===== src/design/dsrq_pkg.sv =====
// ----------------------------------------------------------------------------
// dsrq_pkg
// Types and constants shared by the duplicate-suppressing report queue.
// ----------------------------------------------------------------------------
package dsrq_pkg;

  localparam int unsigned KeyW    = 64;
  localparam int unsigned CycW    = 32;
  localparam int unsigned RouteW  = 2;
  localparam int unsigned CfgIdxW = 2;
  localparam int unsigned CfgDatW = 8;
  localparam int unsigned MaxRes  = 16;

  localparam logic [1:0] ModeBoot   = 2'd0;
  localparam logic [1:0] ModeNormal = 2'd1;
  localparam logic [1:0] ModeClose  = 2'd2;

  localparam logic [1:0] RouteBoth    = 2'd0;
  localparam logic [1:0] RouteSerial  = 2'd1;
  localparam logic [1:0] RouteNetwork = 2'd2;

  localparam logic [1:0] KindStore = 2'd0;
  localparam logic [1:0] KindEntry = 2'd1;
  localparam logic [1:0] KindEmpty = 2'd2;

  localparam logic [CfgIdxW-1:0] RegMode  = 2'd0;
  localparam logic [CfgIdxW-1:0] RegHold  = 2'd1;
  localparam logic [CfgIdxW-1:0] RegDrain = 2'd2;

  localparam logic [7:0] HoldReset  = 8'd1;
  localparam logic [4:0] DrainReset = 5'd11;

  typedef struct packed {
    logic                op;
    logic [RouteW-1:0]   route;
    logic [KeyW-1:0]     message_key;
    logic [CycW-1:0]     now_cycle;
  } in_item_t;

  typedef struct packed {
    logic [1:0]        kind;
    logic              serial_now;
    logic              stored;
    logic              duplicate;
    logic              dropped_full;
    logic              fail_notice;
    logic [KeyW-1:0]   out_key;
    logic [RouteW-1:0] out_route;
    logic              last;
  } out_item_t;

  // controller to datapath
  typedef struct packed {
    logic load;       // capture input beat
    logic win_rd;     // issue window read at scan pointer
    logic win_pop;    // retire oldest window entry
    logic scan_clr;   // restart window scan
    logic scan_step;  // advance window scan
    logic q_rd;       // issue queue read at head
    logic q_pop;      // pop queue head, emit entry
    logic commit;     // write queue/window for a store
    logic emit_store; // emit store status
    logic emit_empty; // emit empty marker
  } dsrq_cmd_t;

  // datapath to controller
  typedef struct packed {
    logic op;
    logic early;      // boot serial-only or close: store ends at once
    logic win_any;
    logic expired;    // head entry expired (valid after win read)
    logic scan_done;  // scan index reached window count
    logic key_hit;    // scanned entry matches
    logic q_any;
    logic drain_done; // pops reached the limit
  } dsrq_stat_t;

endpackage


===== src/design/dsrq_if.sv =====
// ----------------------------------------------------------------------------
// dsrq_if
// Valid/ready channel carrying one payload beat.
// ----------------------------------------------------------------------------
interface dsrq_if #(
  parameter type payload_t = logic
);
  logic     valid;
  logic     ready;
  payload_t data;

  modport source (output valid, output data, input ready);
  modport sink (input valid, input data, output ready);
endinterface


===== src/design/duplicate_suppressing_report_queue.sv =====
// ----------------------------------------------------------------------------
// duplicate_suppressing_report_queue
// Report queue with a time-windowed duplicate filter and bounded drain.
//
//   channel  dir  payload     beat
//   in_if    in   in_item_t   one store or drain request
//   out_if   out  out_item_t  one status, entry or empty marker
//   cfg      in   idx, data   register write, one cycle
//
// a store ends early in boot serial-only or close mode; otherwise it first
// retires expired window entries from the head, then scans the window for the
// key and commits. a drain pops queue entries up to the drain limit. reset
// clears all control state; memories need no clearing. a stalled output holds
// the sequencer.
// ----------------------------------------------------------------------------
module duplicate_suppressing_report_queue #(
  parameter int unsigned QUEUE_DEPTH  = 32,
  parameter int unsigned WINDOW_DEPTH = 20
) (
  input  logic                          clk_i,
  input  logic                          rst_ni,
  input  logic                          cfg_we_i,
  input  logic [dsrq_pkg::CfgIdxW-1:0]  cfg_idx_i,
  input  logic [dsrq_pkg::CfgDatW-1:0]  cfg_data_i,
  dsrq_if.sink                          in_if,
  dsrq_if.source                        out_if
);
  import dsrq_pkg::*;

  dsrq_cmd_t  cmd;
  dsrq_stat_t stat;
  out_item_t  res;

  dsrq_ctrl u_ctrl (
    .clk_i       (clk_i),
    .rst_ni      (rst_ni),
    .in_valid_i  (in_if.valid),
    .in_ready_o  (in_if.ready),
    .out_valid_o (out_if.valid),
    .out_ready_i (out_if.ready),
    .stat_i      (stat),
    .cmd_o       (cmd)
  );

  dsrq_datapath #(.QueueDepth(QUEUE_DEPTH), .WindowDepth(WINDOW_DEPTH)) u_dp (
    .clk_i     (clk_i),
    .rst_ni    (rst_ni),
    .cfg_we_i  (cfg_we_i),
    .cfg_idx_i (cfg_idx_i),
    .cfg_dat_i (cfg_data_i),
    .item_i    (in_if.data),
    .cmd_i     (cmd),
    .stat_o    (stat),
    .res_o     (res)
  );

  assign out_if.data = res;
endmodule


===== src/design/dsrq_ram.sv =====
// ----------------------------------------------------------------------------
// dsrq_ram
// Generic single-port-write, one-read RAM with registered read data.
// ----------------------------------------------------------------------------
module dsrq_ram #(
  parameter int unsigned Width = 8,
  parameter int unsigned Depth = 4
) (
  input  logic                     clk_i,
  input  logic                     we_i,
  input  logic [$clog2(Depth)-1:0] waddr_i,
  input  logic [Width-1:0]         wdata_i,
  input  logic                     re_i,
  input  logic [$clog2(Depth)-1:0] raddr_i,
  output logic [Width-1:0]         rdata_o
);
  logic [Width-1:0] mem_q [Depth];

  always_ff @(posedge clk_i) begin
    if (we_i) begin
      mem_q[waddr_i] <= wdata_i;
    end
    if (re_i) begin
      rdata_o <= mem_q[raddr_i];
    end
  end
endmodule


===== src/design/dsrq_datapath.sv =====
// ----------------------------------------------------------------------------
// dsrq_datapath
// Item register, queue and window memories, pointers and result register.
// ----------------------------------------------------------------------------
module dsrq_datapath #(
  parameter int unsigned QueueDepth  = 32,
  parameter int unsigned WindowDepth = 20
) (
  input  logic                        clk_i,
  input  logic                        rst_ni,
  input  logic                        cfg_we_i,
  input  logic [dsrq_pkg::CfgIdxW-1:0] cfg_idx_i,
  input  logic [dsrq_pkg::CfgDatW-1:0] cfg_dat_i,
  input  dsrq_pkg::in_item_t          item_i,
  input  dsrq_pkg::dsrq_cmd_t         cmd_i,
  output dsrq_pkg::dsrq_stat_t        stat_o,
  output dsrq_pkg::out_item_t         res_o
);
  import dsrq_pkg::*;

  localparam int unsigned QAw = (QueueDepth > 1) ? $clog2(QueueDepth) : 1;
  localparam int unsigned WAw = (WindowDepth > 1) ? $clog2(WindowDepth) : 1;
  localparam int unsigned QCw = $clog2(QueueDepth + 1);
  localparam int unsigned WCw = $clog2(WindowDepth + 1);

  logic [1:0]   mode_q;
  logic [7:0]   hold_q;
  logic [4:0]   drain_q;
  in_item_t     it_q;
  logic [CycW-1:0] prev_q;
  logic [QAw-1:0] qhead_q;
  logic [QCw-1:0] qcnt_q;
  logic [WAw-1:0] whead_q;
  logic [WCw-1:0] wcnt_q;
  logic [WCw-1:0] scan_q;
  logic [4:0]   npop_q;
  out_item_t    res_q;
  out_item_t    res_d;

  logic [KeyW-1:0]   wkey_rd, qkey_rd;
  logic [CycW-1:0]   wexp_rd;
  logic [RouteW-1:0] qroute_rd;
  logic [RouteW-1:0] eff_route;
  logic [4:0]   limit;
  logic         qfull, wfull;
  logic [WAw-1:0] whead_nx, wrd_addr, wwr_addr;
  logic [QAw-1:0] qtail;
  logic [WCw-1:0] wcnt_after;
  logic         do_rec;

  function automatic logic [WAw-1:0] wadd(input logic [WAw-1:0] a,
                                          input logic [WCw-1:0] b);
    logic [WAw+WCw:0] s;
    s = {{(WCw+1){1'b0}}, a} + {{(WAw+1){1'b0}}, b};
    if (s >= (WAw+WCw+1)'(WindowDepth)) begin
      s = s - (WAw+WCw+1)'(WindowDepth);
    end
    return s[WAw-1:0];
  endfunction

  function automatic logic [QAw-1:0] qadd(input logic [QAw-1:0] a,
                                          input logic [QCw-1:0] b);
    logic [QAw+QCw:0] s;
    s = {{(QCw+1){1'b0}}, a} + {{(QAw+1){1'b0}}, b};
    if (s >= (QAw+QCw+1)'(QueueDepth)) begin
      s = s - (QAw+QCw+1)'(QueueDepth);
    end
    return s[QAw-1:0];
  endfunction

  always_comb begin
    limit = drain_q;
    if (limit == 5'd0) limit = 5'd1;
    if (limit > 5'(MaxRes)) limit = 5'(MaxRes);
  end

  assign qfull   = (qcnt_q == QCw'(QueueDepth));
  assign wfull   = (wcnt_q == WCw'(WindowDepth));
  assign whead_nx = wadd(whead_q, WCw'(1));
  assign wrd_addr = wadd(whead_q, scan_q);
  assign qtail   = qadd(qhead_q, qcnt_q);
  assign do_rec  = cmd_i.commit && !stat_o.key_hit && (hold_q != 8'd0);
  // on overflow the oldest is evicted, tail lands on the old head slot
  assign wcnt_after = wfull ? (wcnt_q - WCw'(1)) : wcnt_q;
  assign wwr_addr = wfull ? whead_q : wadd(whead_q, wcnt_q);
  assign eff_route = (mode_q == ModeBoot) ? RouteNetwork : it_q.route;

  dsrq_ram #(.Width(KeyW + CycW), .Depth(WindowDepth)) u_win (
    .clk_i   (clk_i),
    .we_i    (do_rec),
    .waddr_i (wwr_addr),
    .wdata_i ({it_q.message_key, it_q.now_cycle + {24'd0, hold_q}}),
    .re_i    (cmd_i.win_rd),
    .raddr_i (wrd_addr),
    .rdata_o ({wkey_rd, wexp_rd})
  );

  dsrq_ram #(.Width(KeyW + RouteW), .Depth(QueueDepth)) u_que (
    .clk_i   (clk_i),
    .we_i    (cmd_i.commit && !stat_o.key_hit && !qfull),
    .waddr_i (qtail),
    .wdata_i ({it_q.message_key, eff_route}),
    .re_i    (cmd_i.q_rd),
    .raddr_i (qhead_q),
    .rdata_o ({qkey_rd, qroute_rd})
  );

  always_comb begin
    stat_o.op         = it_q.op;
    stat_o.early      = (mode_q == ModeClose) ||
                        ((mode_q == ModeBoot) && (it_q.route == RouteSerial));
    stat_o.win_any    = (wcnt_q != '0);
    stat_o.expired    = (it_q.now_cycle >= wexp_rd);
    stat_o.scan_done  = (scan_q >= wcnt_q);
    stat_o.key_hit    = (wkey_rd == it_q.message_key) && !stat_o.scan_done;
    stat_o.q_any      = (qcnt_q != '0);
    stat_o.drain_done = (npop_q >= limit);
  end

  always_ff @(posedge clk_i or negedge rst_ni) begin
    if (!rst_ni) begin
      mode_q  <= ModeBoot;
      hold_q  <= HoldReset;
      drain_q <= DrainReset;
      prev_q  <= '0;
      qhead_q <= '0;
      qcnt_q  <= '0;
      whead_q <= '0;
      wcnt_q  <= '0;
      scan_q  <= '0;
      npop_q  <= '0;
    end else begin
      if (cfg_we_i) begin
        case (cfg_idx_i)
          RegMode:  mode_q  <= cfg_dat_i[1:0];
          RegHold:  hold_q  <= cfg_dat_i;
          RegDrain: drain_q <= cfg_dat_i[4:0];
          default: ;
        endcase
      end
      if (cmd_i.load) npop_q <= '0;
      if (cmd_i.win_pop) begin
        whead_q <= whead_nx;
        wcnt_q  <= wcnt_q - WCw'(1);
      end
      if (cmd_i.scan_clr) scan_q <= '0;
      else if (cmd_i.scan_step) scan_q <= scan_q + WCw'(1);
      if (cmd_i.q_pop) begin
        qhead_q <= qadd(qhead_q, QCw'(1));
        qcnt_q  <= qcnt_q - QCw'(1);
        npop_q  <= npop_q + 5'd1;
      end
      if (cmd_i.commit) begin
        prev_q <= it_q.now_cycle;
        if (!stat_o.key_hit && !qfull) qcnt_q <= qcnt_q + QCw'(1);
        if (do_rec) begin
          if (wfull) whead_q <= whead_nx;
          wcnt_q <= wcnt_after + WCw'(1);
        end
      end
    end
  end

  always_comb begin
    res_d = '0;
    if (cmd_i.q_pop) begin
      res_d.kind      = KindEntry;
      res_d.out_key   = qkey_rd;
      res_d.out_route = qroute_rd;
      res_d.last      = (npop_q + 5'd1 == limit);
    end else if (cmd_i.emit_empty) begin
      res_d.kind = KindEmpty;
      res_d.last = 1'b1;
    end else if (cmd_i.emit_store) begin
      res_d.kind       = KindStore;
      res_d.last       = 1'b1;
      res_d.serial_now = (mode_q == ModeBoot || mode_q == ModeClose) &&
                         (it_q.route != RouteNetwork);
      if (!stat_o.early) begin
        res_d.duplicate    = stat_o.key_hit;
        res_d.stored       = !stat_o.key_hit && !qfull;
        res_d.dropped_full = !stat_o.key_hit && qfull;
        res_d.fail_notice  = !stat_o.key_hit && qfull &&
                             (prev_q != it_q.now_cycle);
      end
    end
  end

  always_ff @(posedge clk_i) begin
    if (cmd_i.load) it_q <= item_i;
    if (cmd_i.q_pop || cmd_i.emit_empty || cmd_i.emit_store) res_q <= res_d;
  end

  assign res_o = res_q;
endmodule


===== src/design/dsrq_ctrl.sv =====
// ----------------------------------------------------------------------------
// dsrq_ctrl
// Sequencer: expiry walk, window scan, commit, drain pops, output handshake.
// ----------------------------------------------------------------------------
module dsrq_ctrl (
  input  logic                 clk_i,
  input  logic                 rst_ni,
  input  logic                 in_valid_i,
  output logic                 in_ready_o,
  output logic                 out_valid_o,
  input  logic                 out_ready_i,
  input  dsrq_pkg::dsrq_stat_t stat_i,
  output dsrq_pkg::dsrq_cmd_t  cmd_o
);
  import dsrq_pkg::*;

  typedef enum logic [8:0] {
    StIdle   = 9'b000000001,
    StDecide = 9'b000000010,
    StExpRd  = 9'b000000100,
    StExpChk = 9'b000001000,
    StScanRd = 9'b000010000,
    StScanCk = 9'b000100000,
    StQRd    = 9'b001000000,
    StQPop   = 9'b010000000,
    StOut    = 9'b100000000
  } state_e;

  state_e state_q, state_d;
  logic   more_q, more_d; // drain continues after this beat

  always_comb begin
    state_d    = state_q;
    more_d     = more_q;
    cmd_o      = '0;
    in_ready_o = (state_q == StIdle);
    out_valid_o = (state_q == StOut);
    case (state_q)
      StIdle: begin
        if (in_valid_i) begin
          cmd_o.load     = 1'b1;
          // first expiry read must see the head, not a stale scan index
          cmd_o.scan_clr = 1'b1;
          state_d        = StDecide;
        end
      end
      StDecide: begin
        if (stat_i.op) begin
          state_d = StQRd;
        end else if (stat_i.early) begin
          cmd_o.emit_store = 1'b1;
          state_d = StOut;
        end else begin
          state_d = StExpRd;
        end
      end
      StExpRd: begin
        cmd_o.scan_clr = 1'b1;
        if (stat_i.win_any) begin
          cmd_o.win_rd = 1'b1;
          state_d = StExpChk;
        end else begin
          state_d = StScanRd;
        end
      end
      StExpChk: begin
        if (stat_i.expired) begin
          cmd_o.win_pop = 1'b1;
          state_d = StExpRd;
        end else begin
          state_d = StScanRd;
        end
      end
      StScanRd: begin
        cmd_o.win_rd = 1'b1;
        state_d = StScanCk;
      end
      StScanCk: begin
        if (stat_i.key_hit || stat_i.scan_done) begin
          cmd_o.commit     = 1'b1;
          cmd_o.emit_store = 1'b1;
          state_d = StOut;
        end else begin
          cmd_o.scan_step = 1'b1;
          state_d = StScanRd;
        end
      end
      StQRd: begin
        if (stat_i.drain_done) begin
          state_d = StIdle;
        end else if (stat_i.q_any) begin
          cmd_o.q_rd = 1'b1;
          state_d = StQPop;
        end else begin
          cmd_o.emit_empty = 1'b1;
          more_d  = 1'b0;
          state_d = StOut;
        end
      end
      StQPop: begin
        cmd_o.q_pop = 1'b1;
        more_d  = 1'b1;
        state_d = StOut;
      end
      StOut: begin
        if (out_ready_i) begin
          state_d = more_q ? StQRd : StIdle;
          more_d  = 1'b0;
        end
      end
      default: state_d = StIdle;
    endcase
  end

  always_ff @(posedge clk_i or negedge rst_ni) begin
    if (!rst_ni) begin
      state_q <= StIdle;
      more_q  <= 1'b0;
    end else begin
      state_q <= state_d;
      more_q  <= more_d;
    end
  end
endmodule

===== src/flat_wrapper.sv =====
// flat-port wrapper written by rule: the top's interface ports become plain ports
module duplicate_suppressing_report_queue_flat import dsrq_pkg::*;
#(
  parameter int unsigned QUEUE_DEPTH  = 32,
  parameter int unsigned WINDOW_DEPTH = 20
)
  (clk_i, rst_ni, cfg_we_i, cfg_idx_i, cfg_data_i, in_if_valid, in_if_data, in_if_ready, out_if_valid, out_if_data, out_if_ready);
  dsrq_if in_if_i ();
  dsrq_if out_if_i ();
  input  logic clk_i;
  input  logic rst_ni;
  input  logic cfg_we_i;
  input  logic [dsrq_pkg::CfgIdxW-1:0] cfg_idx_i;
  input  logic [dsrq_pkg::CfgDatW-1:0] cfg_data_i;
  input wire logic [$bits(in_if_i.valid)-1:0] in_if_valid;
  input wire logic [$bits(in_if_i.data)-1:0] in_if_data;
  output wire logic [$bits(in_if_i.ready)-1:0] in_if_ready;
  output wire logic [$bits(out_if_i.valid)-1:0] out_if_valid;
  output wire logic [$bits(out_if_i.data)-1:0] out_if_data;
  input wire logic [$bits(out_if_i.ready)-1:0] out_if_ready;
  assign in_if_i.valid = in_if_valid;
  assign in_if_i.data = in_if_data;
  assign in_if_ready = in_if_i.ready;
  assign out_if_valid = out_if_i.valid;
  assign out_if_data = out_if_i.data;
  assign out_if_i.ready = out_if_ready;
  duplicate_suppressing_report_queue #(.QUEUE_DEPTH(QUEUE_DEPTH), .WINDOW_DEPTH(WINDOW_DEPTH)) u_core (.clk_i(clk_i), .rst_ni(rst_ni), .cfg_we_i(cfg_we_i), .cfg_idx_i(cfg_idx_i), .cfg_data_i(cfg_data_i), .in_if(in_if_i), .out_if(out_if_i));
endmodule

===== config.mk =====
export PLATFORM = sky130hd
export DESIGN_NAME = duplicate_suppressing_report_queue_flat
export DESIGN_NICKNAME = d
export VERILOG_FILES = /design/src/design/dsrq_pkg.sv /design/src/design/dsrq_if.sv /design/src/design/duplicate_suppressing_report_queue.sv /design/src/design/dsrq_ram.sv /design/src/design/dsrq_datapath.sv /design/src/design/dsrq_ctrl.sv /design/src/flat_wrapper.sv
export SDC_FILE = /design/constraint.sdc
export NUM_CORES = 1
export LEC_CHECK = 0
export BUFFER_PORTS_ARGS = -buffer_cell sky130_fd_sc_hd__clkbuf_2
export CAP_MARGIN = 10
export CORE_UTILIZATION = 55
export CTS_CLUSTER_SIZE = 12
export DETAILED_ROUTE_END_ITERATION = 16
export GPL_ROUTABILITY_DRIVEN = 0
export PLACE_DENSITY_LB_ADDON = 0.15
export SLEW_MARGIN = 20
export SYNTH_ARGS = -nofsm -noshare
export SYNTH_HDL_FRONTEND = slang
export SYNTH_SLANG_ARGS = --single-unit

===== constraint.sdc =====
create_clock -name clk_i -period 13.8 [get_ports clk_i]
set_input_delay 1.38 -clock clk_i [delete_from_list [all_inputs] [get_ports clk_i]]
set_output_delay 1.38 -clock clk_i [all_outputs]
set_load 0.1 [all_outputs]

---- After elaboration in Yosys (flattened, before gate mapping) ----
Memories as Yosys holds them, arrays and structs flattened. A register that Yosys moved wholly into a read port is not among the register bits.
Index checks and enable logic that the tools add are counted.
operators by class
  reductions and logical operators ........ 24
  $add $sub $neg .......................... 13
  shift operators ......................... 0
  magnitude comparators ................... 7
  $mul .................................... 0
  divide/modulo/power cells ............... 0
  bitwise gates (word level) .............. 0
  mux-type cells .......................... 57
  equality and inequality tests ........... 19
operator list
  operator               count
  $mux W5                20
  $pmux W9 S9            1
  $logic_not A64 Y1      1
  $mux W9                6
  $ge A1 B32 Y1          1
  $mux W1                21
  $ge A6 B5 Y1 const B   3
  $mux W6                3
  $add A5 B1 Y5 const B  3
  $sub A5 B5 Y5 const B  3
  $add A5 B5 Y6          2
  $ge A5 B5 Y1           2
  $add A1 B8 Y9          1
  $eq A9 B1 Y1 const B   1
  $eq A9 B2 Y1 const B   1
  $eq A9 B3 Y1 const B   1
  $eq A9 B4 Y1 const B   1
  $eq A9 B5 Y1 const B   1
  $eq A9 B6 Y1 const B   1
  $eq A9 B7 Y1 const B   1
  $eq A9 B8 Y1 const B   1
  $eq A9 B9 Y1 const B   1
  $reduce_and A2 Y1      4
  $reduce_bool A8 Y1     1
  26 further kinds       39
storage, ports and cells
  output and inout bits ................... 3
  RAM bits ................................ 180
  logic and storage cells ................. 134
  register bits after elaboration ......... 149
  memory bits (read-only) ................. 0
  bits of input ports ..................... 16
  memories kept ........................... 1
  latch bits .............................. 0
memories
  memory                   words  bits a word  read ports  clocked after memory_dff  wr ports  RTL line        text
  u_core.u_dp.u_win.mem_q  20     9            1           1                         1         dsrq_ram.sv:17  logic [Width-1:0] mem_q [Depth];

---- Longest topological paths before layout ----
  depth in word-level cells ............... 10
  depth in mapped cells ................... 15

---- Hierarchy ----
A second synthesis with hierarchy kept.
second synthesis, totals
  cell total of the unflattened synthesis .. 8316
  area, all modules ....................... 172282.7 µm²
modules (own cells, without submodules)
  module                              cells each  times used  area each (µm²)
  dsrq_ram (u_core.u_dp.u_que)        3197        1           82118.8
  dsrq_ram (u_core.u_dp.u_win)        4004        1           76442.1
  dsrq_datapath                       1023        1           12898.6
  dsrq_ctrl                           91          1           819.5
  duplicate_suppressing_report_queue  1           1           3.8

---- Least setup slack after synthesis ----
No wires, ideal clock.
  path type ............................... register to register
  from .................................... register u_core.u_dp.whead_q[0]
  to ...................................... memory u_core.u_dp.u_win.mem_q[16][0] (netlist bit) (enable)
  stages on the path, launching flop included .. 13
  clock period less this slack ............ 4.334 ns
  arrival time ............................ 3.935 ns
  slack ................................... 9.466 ns
  buffers on the path ..................... 0
  cells stage by stage .................... dfrtp_1 > ha_1 > inv_1 > fa_1 > xnor2_1 > inv_1 > ha_1 > nor3b_1 > a21oi_1 > o311ai_0 > o22ai_1 > or2_2 > nor4_1
on the way
  cells in the longest elaborated chain, start to end .. 4
  elaborated cells on any way between the ends .. 5
  classes of those cells .................. add/sub: 2; order compare: 1; mux: 2
RTL lines
  element                                               RTL line                                  text
  start, declared                                       dsrq_datapath.sv:33                       logic [WAw-1:0] whead_q;
  start signal, assigned                                dsrq_datapath.sv:143                      whead_q <= whead_nx;
  start signal, assigned                                dsrq_datapath.sv:157                      if (wfull) whead_q <= whead_nx;
  $add A5 B5 Y6                                         dsrq_datapath.sv:54                       s = {{(WCw+1){1'b0}}, a} + {{(WAw+1){1'b0}}, b};
  $sub A5 B5 Y5 / $ge A6 B5 Y1 (equally long branches)  dsrq_datapath.sv:56, dsrq_datapath.sv:55
  $mux W5                                               dsrq_datapath.sv:55                       if (s >= (WAw+WCw+1)'(WindowDepth)) begin
  $mux W5 (*)                                           dsrq_datapath.sv:85                       assign wwr_addr = wfull ? whead_q : wadd(whead_q, wcnt_q);
  end, declared                                         dsrq_ram.sv:17
Every way passes the cells marked *; elsewhere a longest branch is shown, timed or not.

---- Worst setup path in the final report ----
  from .................................... register u_core.u_dp.whead_q[0]
  to ...................................... memory u_core.u_dp.u_win.mem_q[16][5] (netlist bit) (enable)
Same word-level chain as after synthesis.

==> results by group <==
Setup path
  – Sequence of cells on the critical path: ha_1, inv_1, fa_1, xnor2_1, inv_1, ha_1, nor3b_1, a21oi_1, o311ai_0, o22ai_1, or2_2, nor4_2
  – Arrival time worst endpoint: around 5 ns
  – Crit path kind: register to register
  – Crit path from: u_core.u_dp.whead_q[0]
  – Worst path max stage delay: a little under 0.9 ns
  – CP startpoint kind: register
  – Reg-to-reg startpoint: u_core.u_dp.whead_q[0]
  – CP max stage cell: nor4_2
  – WP data required: about 14 ns
  – CP endpoint kind: register
  – Worst-path fanout max: 9

Clocking
  – Clk Latency, worst-skew pair: ~0.53 ns
  – CTS tree: done
  – Resized Gates After CTS: 0
  – TritonCTS Sinks: 242
  – Post-CTS Setup Inserts: 0
  – Clock Tree Root: clkbuf_16
  – H-tree depth: 1
  – Clock Tree Buf Depth: 3
  – Cts hold-fix bufs: 0
  – Num CTS Buffers: 26
  – Clock-pin slew on the worst setup and hold paths: 0.06 ns

Yosys
  – Synth Register Bits: 242
  – Adder-Cell Fraction of Synth Area: roughly 4.3%
  – Post-synth EDFFs: approximately 190
  – Seq/Total Area, Yosys: between 50% and 60%
  – Synth Net Count: ~880
  – Largest family of logic cells by synthesized area: multiplexers
  – Simple-gate portion of the synthesized area: about a tenth
  – Mapped Area: about 12000 µm²
  – XOR/XNOR Fraction of Synth Area: approximately 2.3%
  – Synth Area in Compound Gates: roughly 7.8%
  – Ys Warns: 0
  – Ys flop type: edfxtp_1
  – Yosys cell types: 67
  – Mux share of post-synthesis cell area: 14.4%
  – Post-synth ARST share: 21.1%
  – Syn Area/Cell: 14.2 µm²
  – Cells after Synth: around 830

STA
  – Fin. max-slew vios: 0
  – RSZ-0062 raised after global routing: no
  – Slew margin rel.: between 20 and 30%
  – Endpoints failing hold: 0
  – Period utilisation layout: 34.4%
  – Layout Skew: 0.0244 ns
  – Setup TNS: 0 ns
  – Endpoints failing setup: 0
  – Slew @ Worst Pin: roughly 1.1 ns
  – Setup slack after layout: about 9 ns
  – Crit path time final: roughly 4.7 ns
  – Maximum clock frequency: 211 MHz

Drt
  – DRT Pass-1 Iters: 5
  – Post-route ant nets: 0
  – Initial DRC count: ~500
  – Drt wl/cell: 22.3 µm
  – Remaining DRCs: 0
  – Via density per instance: ~6
  – Vias post-DR: about 7000
  – Final wirelength: ~26 mm

Cells and area
  – Final instance area: 13000 µm²
  – Most frequent cells in the layout: edfxtp_1 (191), nand2_1 (53), nor2_1 (48), dfrtp_1 (46), mux4_2 (45)
  – Final net count: just over 900
  – Area delta synth->final: 11.0%
  – Number of diodes: 0
  – Layout Cells excl Fill: approximately 1100
  – Leading cell type in the layout, fill and taps excluded: edfxtp_1
  – Proportion of layout cells with a drive suffix above 1: 19.0%

Place
  – Port bufs: 18
  – Final HPWL DP: approximately 17 mm
  – Pre-CTS setup slack: approximately 9.1 ns
  – DP Area: ~12000 µm²
  – Inst Count DP: between 1000 and 1500

Floorplan
  – Core Area: around 21000 µm²
  – FP Rows: 53
  – Die width: around 150 µm
  – Initial Utilization: a little under three fifths
  – Die footprint: roughly 22000 µm²
  – Die Height: approximately 150 µm
  – IO Count: 19

Power and ir drop
  – Power per cell area: ~130 nW/µm²
  – VDD IR max: 0.000124 V
  – Final total power: roughly 1.7 mW
  – Pleak: 4.66 nW

GRT
  – Met1 usage: 32.3%
  – Grt met3 use: about 3.1%
  – Met2 track demand over resource: approximately two fifths
  – Grt ovf: 0
  – Antenna violations before repair: 0
  – GRT Resource Usage Total: between 20% and 30%
  – Vias in the first global route: slightly above 7000
  – GR peak layer: met2
  – Global-route wire length before repair: approximately 40 mm
  – Largest net degree at the start of global routing: 52

Worst hold path
  – Hold wc startpoint: u_core.u_dp.qcnt_q[5]
  – Tightest Hold Check Type: register to register

Run
  – Max-cap violations: 0

Status
  – Outcome: finished, final reports clean
final timing paths:
kind                            slack [ns]                        endpoint  cells past startpoint
max in group asynchronous            12.39          u_core.u_dp.whead_q[4]                      2
worst min register to register        0.53           u_core.u_dp.qcnt_q[5]                      1
min in group asynchronous             0.95           u_core.u_dp.npop_q[2]                      2
worst min-delay path                  0.53           u_core.u_dp.qcnt_q[5]                      1
worst max register to register        9.06  u_core.u_dp.u_win.mem_q[16][5]                     12
worst max-delay path                  9.06  u_core.u_dp.u_win.mem_q[16][5]                     12
power breakdown:
group	switching, mW	internal (mW)	leakage (nW)
Combinational	0.138	0.0637	1.90
Clock	0.273	0.400	0.396
Sequential	0.0257	0.846	2.36
Total	0.437	1.31	4.66
sequential cells by signal, indices dropped and copies added, names as in the netlist:
| register | flops |
|---|---|
| u_core.u_dp.u_win.mem_q | 180 |
| u_core.u_ctrl.state_q | 9 |
| u_core.u_dp.u_win.rdata_o | 9 |
| u_core.u_dp.hold_q | 8 |
| u_core.u_dp.qcnt_q | 6 |
| u_core.u_dp.drain_q | 5 |
| u_core.u_dp.npop_q | 5 |
| u_core.u_dp.scan_q | 5 |
| u_core.u_dp.wcnt_q | 5 |
| u_core.u_dp.whead_q | 5 |
| u_core.u_dp.mode_q | 2 |
| u_core.u_ctrl.more_q | 1 |
| u_core.u_dp.it_q | 1 |
| u_core.u_dp.res_o | 1 |
kinds of logic after synthesis:
group / after synthesis
flops: 242
simple gates: 209
compound gates: 138
mux: 110
buf+inv: 59
fa+ha+maj: 39
xor+xnor: 30
cells in the mapped netlist (3+ instances only):
cell | number | area [µm²]
nor2_1 | 48 | 180
o22ai_1 | 4 | 25.0
buf_1 | 3 | 11.3
nand4_1 | 4 | 25.0
mux2i_1 | 41 | 410
a21oi_1 | 35 | 175
xor2_1 | 10 | 87.6
xnor2_1 | 19 | 166
nor4b_1 | 5 | 43.8
ha_1 | 37 | 463
o21ai_0 | 29 | 145
nand3_1 | 18 | 90.1
mux4_2 | 45 | 1010
nor2b_1 | 6 | 37.5
a41oi_1 | 3 | 26.3
o31ai_1 | 5 | 37.5
a31oi_1 | 6 | 37.5
clkbuf_1 | 19 | 71.3
a22o_1 | 14 | 123
a21boi_0 | 3 | 22.5
and2_1 | 9 | 56.3
nor4_1 | 19 | 119
a221oi_1 | 3 | 26.3
dfrtp_1 | 46 | 1150
nor3_1 | 8 | 40.0
inv_1 | 25 | 93.8
o21a_1 | 6 | 45.0
buf_2 | 8 | 40.0
o211ai_1 | 6 | 45.0
nor3b_1 | 5 | 37.5
nand2_1 | 53 | 199
dfstp_2 | 5 | 131
edfxtp_1 | 191 | 5740
a21o_1 | 5 | 37.5
and3_1 | 4 | 25.0
and4_1 | 3 | 26.3
nand3b_1 | 7 | 52.6
nand2b_1 | 6 | 37.5
mux2_2 | 24 | 270
or2_2 | 5 | 31.3
critical path: cells and delay by family, from the launching register on:
| family | cells | cell delay (ns) |
|---|---|---|
| buf+inv | 2 | 0.23 |
| compound gates | 3 | 0.72 |
| simple gates | 3 | 1.53 |
| xor+xnor | 1 | 0.44 |
| flops | 1 | 0.49 |
| fa+ha+maj | 3 | 0.96 |
stage by stage:
stage,hold WS (ns),utilization (%)
floorplan,0.468,-
global placement,0.495,58.0
detailed placement,0.523,58.2
CTS,0.536,62.2
global route,0.553,62.2
finish,0.531,62.2
per-layer routing:
layer	share of wire, %	vias to the layer above	wire, µm
met5	0	-	0
met4	1.8	0	467
met3	4.6	45	1180
met2	51	184	12900
met1	43	3524	11000
li1	-	3267	-
final cells by class:
class                           count  area (µm²)
Inverter                           26        97.6
Tap cell                          275         344
Clock buffer                       38         723
Fill cell                        1584        7920
Sequential cell                   242        7020
Multi-Input combinational cell    526        4580
Timing Repair Buffer               28         165
Clock inverter                      8         104
(Power assumes the default switching activity.)
